## src/design/dwmb_pkg.sv

```systemverilog
// dwmb_pkg: shared widths, register indexes, reset values and the pixel result type
// for the depth window mask and bounding box block; no dependencies
`timescale 1ns / 1ps
`default_nettype none

package dwmb_pkg;

    localparam int DEPTH_W    = 16;
    localparam int GAIN_W     = 24;
    localparam int FSIZE_W    = 11;
    localparam int LEVEL_W    = 8;
    localparam int BOX_POS_W  = 10;
    localparam int BOX_SIZE_W = 11;
    localparam int CFG_IDX_W  = 3;
    localparam int CFG_DATA_W = 24;
    // wide enough for any counter, frame size and box span up to 4096
    localparam int CALC_W     = 13;

    localparam int MAX_WIDTH_DEF  = 1024;
    localparam int MAX_HEIGHT_DEF = 1024;

    localparam logic [DEPTH_W-1:0] MIN_DEPTH_RST    = 16'd200;
    localparam logic [DEPTH_W-1:0] MAX_DEPTH_RST    = 16'd1000;
    localparam logic [GAIN_W-1:0]  DISPLAY_GAIN_RST = 24'd20889;
    localparam logic [FSIZE_W-1:0] FRAME_WIDTH_RST  = 11'd320;
    localparam logic [FSIZE_W-1:0] FRAME_HEIGHT_RST = 11'd240;

    typedef enum logic [CFG_IDX_W-1:0] {
        CFG_MIN_DEPTH    = 3'd0,
        CFG_MAX_DEPTH    = 3'd1,
        CFG_DISPLAY_GAIN = 3'd2,
        CFG_FRAME_WIDTH  = 3'd3,
        CFG_FRAME_HEIGHT = 3'd4
    } t_cfg_idx;

    typedef struct packed {
        logic               hit;
        logic [LEVEL_W-1:0] level;
    } t_pix_res;

endpackage

`default_nettype wire

```

## src/design/dwmb_pixel_math.sv

```systemverilog
// dwmb_pixel_math: window test and saturated display level for one pixel
// depends on dwmb_pkg
`timescale 1ns / 1ps
`default_nettype none

module dwmb_pixel_math (
    input  wire logic [dwmb_pkg::DEPTH_W-1:0] i_depth,
    input  wire logic [dwmb_pkg::DEPTH_W-1:0] i_min_depth,
    input  wire logic [dwmb_pkg::DEPTH_W-1:0] i_max_depth,
    input  wire logic [dwmb_pkg::GAIN_W-1:0]  i_gain,
    output dwmb_pkg::t_pix_res                o_res
);

    localparam int PROD_W = dwmb_pkg::DEPTH_W + dwmb_pkg::GAIN_W;
    localparam int FRAC_W = 16;

    logic                             hit;
    logic [dwmb_pkg::DEPTH_W-1:0]     diff;
    logic [PROD_W-1:0]                prod;
    logic [PROD_W-FRAC_W-1:0]         scaled;
    logic [dwmb_pkg::LEVEL_W-1:0]     level;

    always_comb begin
        hit    = (i_depth >= i_min_depth) && (i_depth <= i_max_depth);
        diff   = i_depth - i_min_depth;
        prod   = PROD_W'(diff) * PROD_W'(i_gain);
        scaled = prod[PROD_W-1:FRAC_W];
        // saturate at full scale
        if (|scaled[PROD_W-FRAC_W-1:dwmb_pkg::LEVEL_W]) begin
            level = '1;
        end else begin
            level = scaled[dwmb_pkg::LEVEL_W-1:0];
        end
        o_res.hit   = hit;
        o_res.level = hit ? level : '0;
    end

endmodule

`default_nettype wire

```

## src/design/depth_window_mask_bbox.sv

```systemverilog
// depth_window_mask_bbox: depth window mask, display level and per-frame bounding box
// depends on dwmb_pkg and dwmb_pixel_math
`timescale 1ns / 1ps
`default_nettype none

// channel   | handshake                    | payload
// ----------+------------------------------+---------------------------------------------
// pixel in  | i_in_valid / o_in_ready      | i_depth_mm
// result    | o_out_valid / i_out_ready    | o_in_window o_display_level o_frame_end
//           |                              | o_box_found o_box_left o_box_top
//           |                              | o_box_width o_box_height
// config    | i_cfg_we (no wait)           | i_cfg_idx i_cfg_data
//
// one pixel per clock sustained while i_out_ready stays high; input register, then result register
// the result register stage holds the only multiplier (16 x 24 display scaling)
// a stalled result keeps its register; the input register still takes one more request
// synchronous active-low reset clears valid bits, counters and box state, and loads the config reset values

module depth_window_mask_bbox #(
    parameter int MAX_WIDTH  = dwmb_pkg::MAX_WIDTH_DEF,
    parameter int MAX_HEIGHT = dwmb_pkg::MAX_HEIGHT_DEF
) (
    input  wire logic                               i_clk,
    input  wire logic                               i_rst_n,
    // config write port
    input  wire logic                               i_cfg_we,
    input  wire logic [dwmb_pkg::CFG_IDX_W-1:0]     i_cfg_idx,
    input  wire logic [dwmb_pkg::CFG_DATA_W-1:0]    i_cfg_data,
    // pixel requests
    input  wire logic                               i_in_valid,
    output logic                                    o_in_ready,
    input  wire logic [dwmb_pkg::DEPTH_W-1:0]       i_depth_mm,
    // results
    output logic                                    o_out_valid,
    input  wire logic                               i_out_ready,
    output logic                                    o_in_window,
    output logic [dwmb_pkg::LEVEL_W-1:0]            o_display_level,
    output logic                                    o_frame_end,
    output logic                                    o_box_found,
    output logic [dwmb_pkg::BOX_POS_W-1:0]          o_box_left,
    output logic [dwmb_pkg::BOX_POS_W-1:0]          o_box_top,
    output logic [dwmb_pkg::BOX_SIZE_W-1:0]         o_box_width,
    output logic [dwmb_pkg::BOX_SIZE_W-1:0]         o_box_height
);

    localparam int CW = $clog2(MAX_WIDTH);
    localparam int RW = $clog2(MAX_HEIGHT);
    localparam int XW = dwmb_pkg::CALC_W;
    localparam logic [XW-1:0] MAX_W_X = XW'(MAX_WIDTH);
    localparam logic [XW-1:0] MAX_H_X = XW'(MAX_HEIGHT);

    // config registers
    logic [dwmb_pkg::DEPTH_W-1:0] r_min_depth;
    logic [dwmb_pkg::DEPTH_W-1:0] r_max_depth;
    logic [dwmb_pkg::GAIN_W-1:0]  r_gain;
    logic [dwmb_pkg::FSIZE_W-1:0] r_frame_width;
    logic [dwmb_pkg::FSIZE_W-1:0] r_frame_height;

    always_ff @(posedge i_clk) begin
        if (!i_rst_n) begin
            r_min_depth    <= dwmb_pkg::MIN_DEPTH_RST;
            r_max_depth    <= dwmb_pkg::MAX_DEPTH_RST;
            r_gain         <= dwmb_pkg::DISPLAY_GAIN_RST;
            r_frame_width  <= dwmb_pkg::FRAME_WIDTH_RST;
            r_frame_height <= dwmb_pkg::FRAME_HEIGHT_RST;
        end else if (i_cfg_we) begin
            unique case (i_cfg_idx)
                dwmb_pkg::CFG_MIN_DEPTH: begin
                    r_min_depth <= i_cfg_data[dwmb_pkg::DEPTH_W-1:0];
                end
                dwmb_pkg::CFG_MAX_DEPTH: begin
                    r_max_depth <= i_cfg_data[dwmb_pkg::DEPTH_W-1:0];
                end
                dwmb_pkg::CFG_DISPLAY_GAIN: begin
                    r_gain <= i_cfg_data[dwmb_pkg::GAIN_W-1:0];
                end
                dwmb_pkg::CFG_FRAME_WIDTH: begin
                    r_frame_width <= i_cfg_data[dwmb_pkg::FSIZE_W-1:0];
                end
                dwmb_pkg::CFG_FRAME_HEIGHT: begin
                    r_frame_height <= i_cfg_data[dwmb_pkg::FSIZE_W-1:0];
                end
                default: begin
                    // unused index, write dropped
                end
            endcase
        end
    end

    // pipeline control: input register feeds result register
    logic                         r_in_valid;
    logic [dwmb_pkg::DEPTH_W-1:0] r_depth;
    logic                         advance;

    assign advance    = r_in_valid && (!o_out_valid || i_out_ready);
    assign o_in_ready = !r_in_valid || advance;

    always_ff @(posedge i_clk) begin
        if (!i_rst_n) begin
            r_in_valid <= 1'b0;
        end else if (o_in_ready) begin
            r_in_valid <= i_in_valid;
        end
    end

    always_ff @(posedge i_clk) begin
        if (o_in_ready && i_in_valid) begin
            r_depth <= i_depth_mm;
        end
    end

    // window test and display level
    dwmb_pkg::t_pix_res pix;

    dwmb_pixel_math u_math (
        .i_depth     (r_depth),
        .i_min_depth (r_min_depth),
        .i_max_depth (r_max_depth),
        .i_gain      (r_gain),
        .o_res       (pix)
    );

    // raster position and box state
    logic [CW-1:0] r_col, n_col;
    logic [RW-1:0] r_row, n_row;
    logic [CW-1:0] r_left, n_left, r_right, n_right;
    logic [RW-1:0] r_top, n_top, r_bottom, n_bottom;
    logic          r_any, n_any;

    logic [XW-1:0] fw_x, fh_x, w_x, h_x;
    logic          row_end, frame_end;
    logic [XW-1:0] span_w, span_h;

    always_comb begin
        // frame size clamped to [1, max]
        fw_x = XW'(r_frame_width);
        fh_x = XW'(r_frame_height);
        priority if (fw_x == '0)    w_x = XW'(1);
        else if (fw_x > MAX_W_X)    w_x = MAX_W_X;
        else                        w_x = fw_x;
        priority if (fh_x == '0)    h_x = XW'(1);
        else if (fh_x > MAX_H_X)    h_x = MAX_H_X;
        else                        h_x = fh_x;

        row_end   = XW'(r_col) >= (w_x - XW'(1));
        frame_end = row_end && (XW'(r_row) >= (h_x - XW'(1)));

        // box including the current pixel; first hit takes the position outright
        n_left   = r_left;
        n_right  = r_right;
        n_top    = r_top;
        n_bottom = r_bottom;
        n_any    = r_any;
        if (pix.hit) begin
            if (!r_any || (r_col < r_left))   n_left   = r_col;
            if (!r_any || (r_col > r_right))  n_right  = r_col;
            if (!r_any || (r_row < r_top))    n_top    = r_row;
            if (!r_any || (r_row > r_bottom)) n_bottom = r_row;
            n_any = 1'b1;
        end

        span_w = XW'(n_right) - XW'(n_left) + XW'(1);
        span_h = XW'(n_bottom) - XW'(n_top) + XW'(1);

        // raster step
        priority if (frame_end) begin
            n_col = '0;
            n_row = '0;
        end else if (row_end) begin
            n_col = '0;
            n_row = r_row + RW'(1);
        end else begin
            n_col = r_col + CW'(1);
            n_row = r_row;
        end
    end

    always_ff @(posedge i_clk) begin
        if (!i_rst_n) begin
            r_col    <= '0;
            r_row    <= '0;
            r_left   <= '1;
            r_right  <= '0;
            r_top    <= '1;
            r_bottom <= '0;
            r_any    <= 1'b0;
        end else if (advance) begin
            r_col <= n_col;
            r_row <= n_row;
            if (frame_end) begin
                // new frame starts with an empty box
                r_left   <= '1;
                r_right  <= '0;
                r_top    <= '1;
                r_bottom <= '0;
                r_any    <= 1'b0;
            end else begin
                r_left   <= n_left;
                r_right  <= n_right;
                r_top    <= n_top;
                r_bottom <= n_bottom;
                r_any    <= n_any;
            end
        end
    end

    // result register
    always_ff @(posedge i_clk) begin
        if (!i_rst_n) begin
            o_out_valid <= 1'b0;
        end else if (advance) begin
            o_out_valid <= 1'b1;
        end else if (i_out_ready) begin
            o_out_valid <= 1'b0;
        end
    end

    always_ff @(posedge i_clk) begin
        if (advance) begin
            o_in_window     <= pix.hit;
            o_display_level <= pix.level;
            o_frame_end     <= frame_end;
            // box fields only on the last pixel of a frame that had a hit
            if (frame_end && n_any) begin
                o_box_found  <= 1'b1;
                o_box_left   <= dwmb_pkg::BOX_POS_W'(n_left);
                o_box_top    <= dwmb_pkg::BOX_POS_W'(n_top);
                o_box_width  <= span_w[dwmb_pkg::BOX_SIZE_W-1:0];
                o_box_height <= span_h[dwmb_pkg::BOX_SIZE_W-1:0];
            end else begin
                o_box_found  <= 1'b0;
                o_box_left   <= '0;
                o_box_top    <= '0;
                o_box_width  <= '0;
                o_box_height <= '0;
            end
        end
    end

endmodule

`default_nettype wire

```

## config.mk

```make
export PLATFORM = sky130hd
export DESIGN_NAME = depth_window_mask_bbox
export DESIGN_NICKNAME = d
export VERILOG_FILES = /design/src/design/dwmb_pkg.sv /design/src/design/dwmb_pixel_math.sv /design/src/design/depth_window_mask_bbox.sv
export SDC_FILE = /design/constraint.sdc
export NUM_CORES = 1
export LEC_CHECK = 0
export ABC_AREA = 1
export BUFFER_PORTS_ARGS = -buffer_cell sky130_fd_sc_hd__buf_2
export CAP_MARGIN = 20
export CORE_MARGIN = 4
export CORE_UTILIZATION = 24
export DETAILED_ROUTE_END_ITERATION = 7
export GPL_ROUTABILITY_DRIVEN = 0
export SYNTH_ARGS = -nofsm -noshare
export SYNTH_HDL_FRONTEND = slang
export SYNTH_SLANG_ARGS = --single-unit
```

## constraint.sdc

```tcl
create_clock -name i_clk -period 12.5 [get_ports i_clk]
set_clock_uncertainty 0.2 [all_clocks]
set_input_delay 1.875 -clock i_clk [delete_from_list [all_inputs] [get_ports i_clk]]
set_output_delay 1.875 -clock i_clk [all_outputs]
set_load 0.03 [all_outputs]
```

; Yosys cells after proc, flatten, opt, wreduce, memory -nomap -nowiden
; Index checks and enable logic that the tools add are counted.
[word_totals]
reg_bits = 210
mem_bits_ro = 0
ramBits = 0
latchBits = 0
elab_cells = 99
input_bits = 48
mem_count = 0
out_inout_bits = 55
[classes]
add_sub_neg = 9
n_eq_ne = 4
n_shift = 0
n_reduce_logical = 26
order_cmp = 10
n_mux = 26
mul = 1
div = 0
bitwise = 0
[ops]
columns = cell, count
row1 = two-way mux 10 bit, 16
row2 = two-way mux 11 bit, 4
row3 = multiplier 16 x 24 -> 40 bit, 1
row4 = >= comparator 10 x 13 -> 1 bit, 2
row5 = "subtractor 13 x 1 -> 13 bit, second input constant", 2
row6 = "adder 11 x 2 -> 11 bit, second input constant", 2
row7 = "greater-than comparator 11 bit, second input constant", 2
row8 = zero test 11 bit, 2
row9 = subtractor 10 x 10 -> 11 bit, 2
row10 = "adder 10 x 1 -> 10 bit, second input constant", 2
row11 = greater-than comparator 10 bit, 2
row12 = less-than comparator 10 bit, 2
row13 = >= comparator 16 bit, 1
row14 = less-or-equal comparator 16 bit, 1
row15 = OR reduction 16 bit, 1
row16 = subtractor 16 bit, 1
row17 = AND reduction 2 bit, 6
row18 = two-way mux 8 bit, 1
row19 = "equality test 3 x 2 -> 1 bit, second input constant", 2
row20 = logical OR 1 bit, 6
row21 = logical AND 1 bit, 5
row22 = two-way mux 1 bit, 5
row23 = nonzero test 2 bit, 2
row24 = "equality test 3 x 1 -> 1 bit, second input constant", 1
row25 = other kinds (3), 5

; Longest topological paths before layout
[logic_depth]
depth_word = 8
ltp_mapped = 44
mapped_depth_nobuf = 44

; By module
; From an unflattened synthesis, not the netlist that was laid out.
[unflattened]
cells_unflattened = 3389
area_unflattened_um2 = 25740.9
[modules_own_cells]
columns = mod, n_inst, cells_each, seq_area_each_um2, area_per_inst_um2
row1 = dwmb_pixel_math, 1, 1923, 0.0, 14064.7
row2 = depth_window_mask_bbox, 1, 1466, 4894.7, 11676.2

; Worst setup path after synthesis
; No wires, ideal clock.
[synth_timing]
path_type = register to register
from = reg r_depth[0] in the netlist's numbering
to = reg o_display_level[0] in the netlist's numbering, data pin
stages_incl_launch_ff = 33
path_slack_ps = 4904
setup_time_ps = 249
path_buffers = 1
t_arrival_ps = 7147
path_cell_list = edfxtp_1 inv_1 ha_1 fa_1 o21ai_1 a21o_1 a21oi_1 xnor2_1 inv_1 clkbuf_1 nor2_1 fa_1 inv_1 fa_1 fa_1 fa_1 fa_1 inv_1 fa_1 ha_1 nand2_1 nor2_1 inv_1 nor2_1 inv_1 nor4_1 nand2_1 nand3_1 nand4_1 nor2_1 nand4_1 nand2_1 inv_1
[synth_via]
elab_chain_cells = 4
word_cells_on_any_way = 7
cone_classes = add/sub (1) / mul (1) / order compare (2) / mux (1) / reduce/logical (2)
[synth_lines]
columns = item, line
row1 = start: declaration, depth_window_mask_bbox.sv:92  ; logic [dwmb_pkg::DEPTH_W-1:0] r_depth;
row2 = start signal: assignment, depth_window_mask_bbox.sv:108  ; r_depth <= i_depth_mm;
row3 = subtractor 16 bit, dwmb_pixel_math.sv:25  ; diff = i_depth - i_min_depth;
row4 = multiplier 16 x 24 -> 40 bit, dwmb_pixel_math.sv:26  ; prod = PROD_W'(diff) * PROD_W'(i_gain);
row5 = OR reduction 16 bit, dwmb_pixel_math.sv:29  ; if (|scaled[PROD_W-FRAC_W-1:dwmb_pkg::LEVEL_W]) begin
row6 = two-way mux 8 bit, dwmb_pixel_math.sv:29
row7 = end signal: assignment, depth_window_mask_bbox.sv:221  ; o_display_level <= pix.level;
row8 = end: declaration, depth_window_mask_bbox.sv:37  ; output logic [dwmb_pkg::LEVEL_W-1:0] o_display_level,
; Parallel ways exist; a longest one is shown, timed or not.
; A chain may end at the register's enable or synchronous reset.

; Worst setup path in the final report
[layout_timing]
from = reg r_depth[0] in the netlist's numbering
to = reg o_display_level[2] in the netlist's numbering, data pin
; The elaborated chain is that of the path after synthesis.

==> key figures <==
Global routing
  • Initial antenna violation count: 10
  • Number of global-route vias before repair: 20,930
  • First-pass GRT wire length: 115.2 mm
  • GRT overflow: 0
  • Largest net degree at the start of global routing: 82
  • All-Layer GR Usage: 13.20%

Clock network
  • CTS clk-pin slew, worst paths: 0.06 ns
  • Post-CTS Repair Setup Buffers: 0
  • Post-cts resize count: 0
  • CTS tree: built
  • Clock root buffer: clkbuf_16
  • TritonCTS Buffers: 24
  • CTS Buffer Depth: 3
  • Cts-stage hold buffer count: 0
  • H-tree Lvls: 1
  • Clk_lat worst skew: 0.58 ns
  • CTS sink count: 210

Worst setup path
  • Required @ worst endpoint: 12.62 ns
  • Critical path's slowest cell: xnor2_1
  • CP Launch Point: r_depth[0]
  • Crit-path max FO: 15
  • CP most frequent cell: fa_1
  • FF-to-FF Start: r_depth[0]
  • Worst setup SP type: flip-flop
  • Crit Path Category: flip-flop to flip-flop
  • CP Capture Type: flip-flop
  • Arr. time, crit path: 9.54 ns
  • Crit path largest cell delay: 0.80 ns
  • R2R Setup Slk: 3.09 ns

Synth
  • Post-synth cell types: 55
  • Synthesized instance count: 3,293
  • Leading area contributor after synthesis: fa_1
  • Async S/R FF share, synth: 0%
  • Yosys top cell area share: 24.64%
  • Mapped Area: 25,020 sq um
  • Top-count cell post-synth: nand2_1
  • Top cells by count, synth: 713 x nand2_1, 680 x inv_1, 380 x nor2_1
  • Synthesized area per cell: 7.598 sq um
  • Ys flop type: dfxtp_1
  • Post-synth net total: 3,891
  • Ys Warns: 0
  • Post-synth EDFFs: 69
  • Synth area leaders: fa_1 25%, ha_1 12%, dfxtp_1 11%
  • Sequential-to-total area share from yosys stat: 19.56%
  • Synthesized flop and latch total: 210

STA
  • RSZ-0062 raised after global routing: no
  • Fmax: 0.1063 GHz
  • Slew Limit Fails: 0
  • Period utilization: 75.29%
  • Fin crit period: 9.412 ns
  • Worst Hold Slack: 0.2559 ns
  • Slew HR: 23.91%
  • Setup-failing EPs final: 0
  • Fin. Hold Viols: 0
  • Worst slew pin tran: 1.140 ns
  • Total negative slack: 0 ns

Floorplan
  • Io pins: 103
  • Die footprint: 109,500 sq um
  • Core Rows: 118
  • Die Wd: 330.9 um
  • Die H: 330.9 um
  • Core ar.: 103,500 sq um
  • Initial Util: 24.17%

Routing
  • Avg WL per Cell: 15.13 um
  • DR iter-0 viols: 1,369
  • Number of remaining DRC errors: 0
  • Pre-Repair DR Iteration Count: 5
  • Detailed Route WL: 71.75 mm
  • Final ANT Viol Nets: 0
  • Via density: 4.422
  • Via count: 20,980

Cells and area
  • Filler Cell Count: 11,280
  • Util after Layout: 26.80%
  • Area Growth Syn to Fin: 10.88%
  • Share of layout cells above drive strength 1: 6.080%
  • Final #Nets: 3,935

Placed design
  • Hpwl dp: 58.47 mm
  • # port buffers: 102

Run
  • Maxcap violations: 0

Min path
  • Hold WC Path Type: flip-flop to flip-flop
  • Hold_sp: r_max_depth[13]

Status
  • Outcome: complete, no violations
## critical path, delay by kind of cell (launching register included)
kind	cells	cell delay (ns)
xor gates and xnor gates	1	0.80
adders and majority gates	9	4.02
buffers and inverters	6	1.02
and+or+nand+nor	12	2.17
DFF	1	0.32
AOI/OAI and AO/OA	3	0.63
## path summary, 6_finish.rpt
| path | end | cells past startpoint |
|---|---|---|
| worst max register to register | o_display_level[2] | 31 |
| worst min-delay path | r_max_depth[13] | 2 |
| worst min register to register | r_max_depth[13] | 2 |
| worst max-delay path | o_display_level[2] | 31 |
## cell usage in the layout, fill, tap and decap left out, drive strengths merged, types with 2 or more instances in the layout
| cell | netlist | routed |
|---|---|---|
| o211ai | 24 | 24 |
| or2 | 9 | 9 |
| nor4 | 6 | 6 |
| nand4 | 33 | 33 |
| dfxtp | 141 | 141 |
| ha | 242 | 242 |
| a21boi | 5 | 5 |
| a21o | 4 | 4 |
| a21oi | 186 | 186 |
| clkbuf | 72 | 31 |
| o21ai | 130 | 130 |
| xnor2 | 21 | 21 |
| a31oi | 2 | 2 |
| xor2 | 29 | 29 |
| clkinv | 13 | 23 |
| o2111ai | 2 | 2 |
| diode | 0 | 8 |
| nand3b | 5 | 5 |
| a211oi | 3 | 3 |
| nor2 | 402 | 402 |
| o22ai | 2 | 2 |
| nand2 | 719 | 719 |
| a221oi | 2 | 2 |
| fa | 308 | 308 |
| nand3 | 127 | 127 |
| o21bai | 7 | 7 |
| nor3 | 16 | 16 |
| inv | 687 | 689 |
| buf | 21 | 111 |
| edfxtp | 69 | 69 |
## per-stage QoR
step	std cells	area (sq um)	setup WS, ns
global placement	4690	26930	3.376
finish	4743	27740	3.088
floorplan	3293	25020	4.904
CTS	4734	27690	3.278
global route	4735	27720	2.498
detailed placement	4690	26930	3.320
## registers in the layout, summed over array words and instances (netlist names)
name             flops
r_min_depth         16
o_frame_end          1
o_box_left          10
r_gain              24
o_box_top           10
o_out_valid          1
o_in_window          1
r_frame_width       11
r_row               10
o_box_width         11
r_frame_height      11
r_right             10
o_display_level      8
r_in_valid           1
r_any                1
r_max_depth         16
o_box_found          1
r_bottom            10
r_col               10
r_top               10
o_box_height        11
r_depth             16
r_left              10
## layout make-up
cell class	count	area (sq um)	share of cell area, %
Multi-Input combinational cell	2290	17100	61.65
Timing Repair Buffer	111	598.1	2.156
Inverter	700	2633	9.489
Antenna cell	8	20.02	0.07216
Sequential cell	210	4895	17.64
Clock buffer	31	658.1	2.372
Clock inverter	13	108.9	0.3924
Tap cell	1380	1727	6.224
## per-layer routing
layer	vias to the layer above	share of wire [%]	track usage, %	wire (um)
met4	0	2.4	2.929	1722
met2	596	45	21.63	32560
li1	10230	-	-	-
met1	10040	45	18.04	32350
met5	-	0	0	0
met3	105	7.1	2.538	5109
## logic make-up after synthesis
family	count (synthesis)	share of synthesized area, %
xor gates and xnor gates	50	1.780
adders and majority gates	550	36.75
buffers and inverters	793	12.10
AOI/OAI and AO/OA	371	8.102
DFF	210	19.56
and+or+nand+nor	1319	21.71
Power is not shown: default switching activity piles up to over one toggle a cycle in this logic, so the estimate is an artifact.
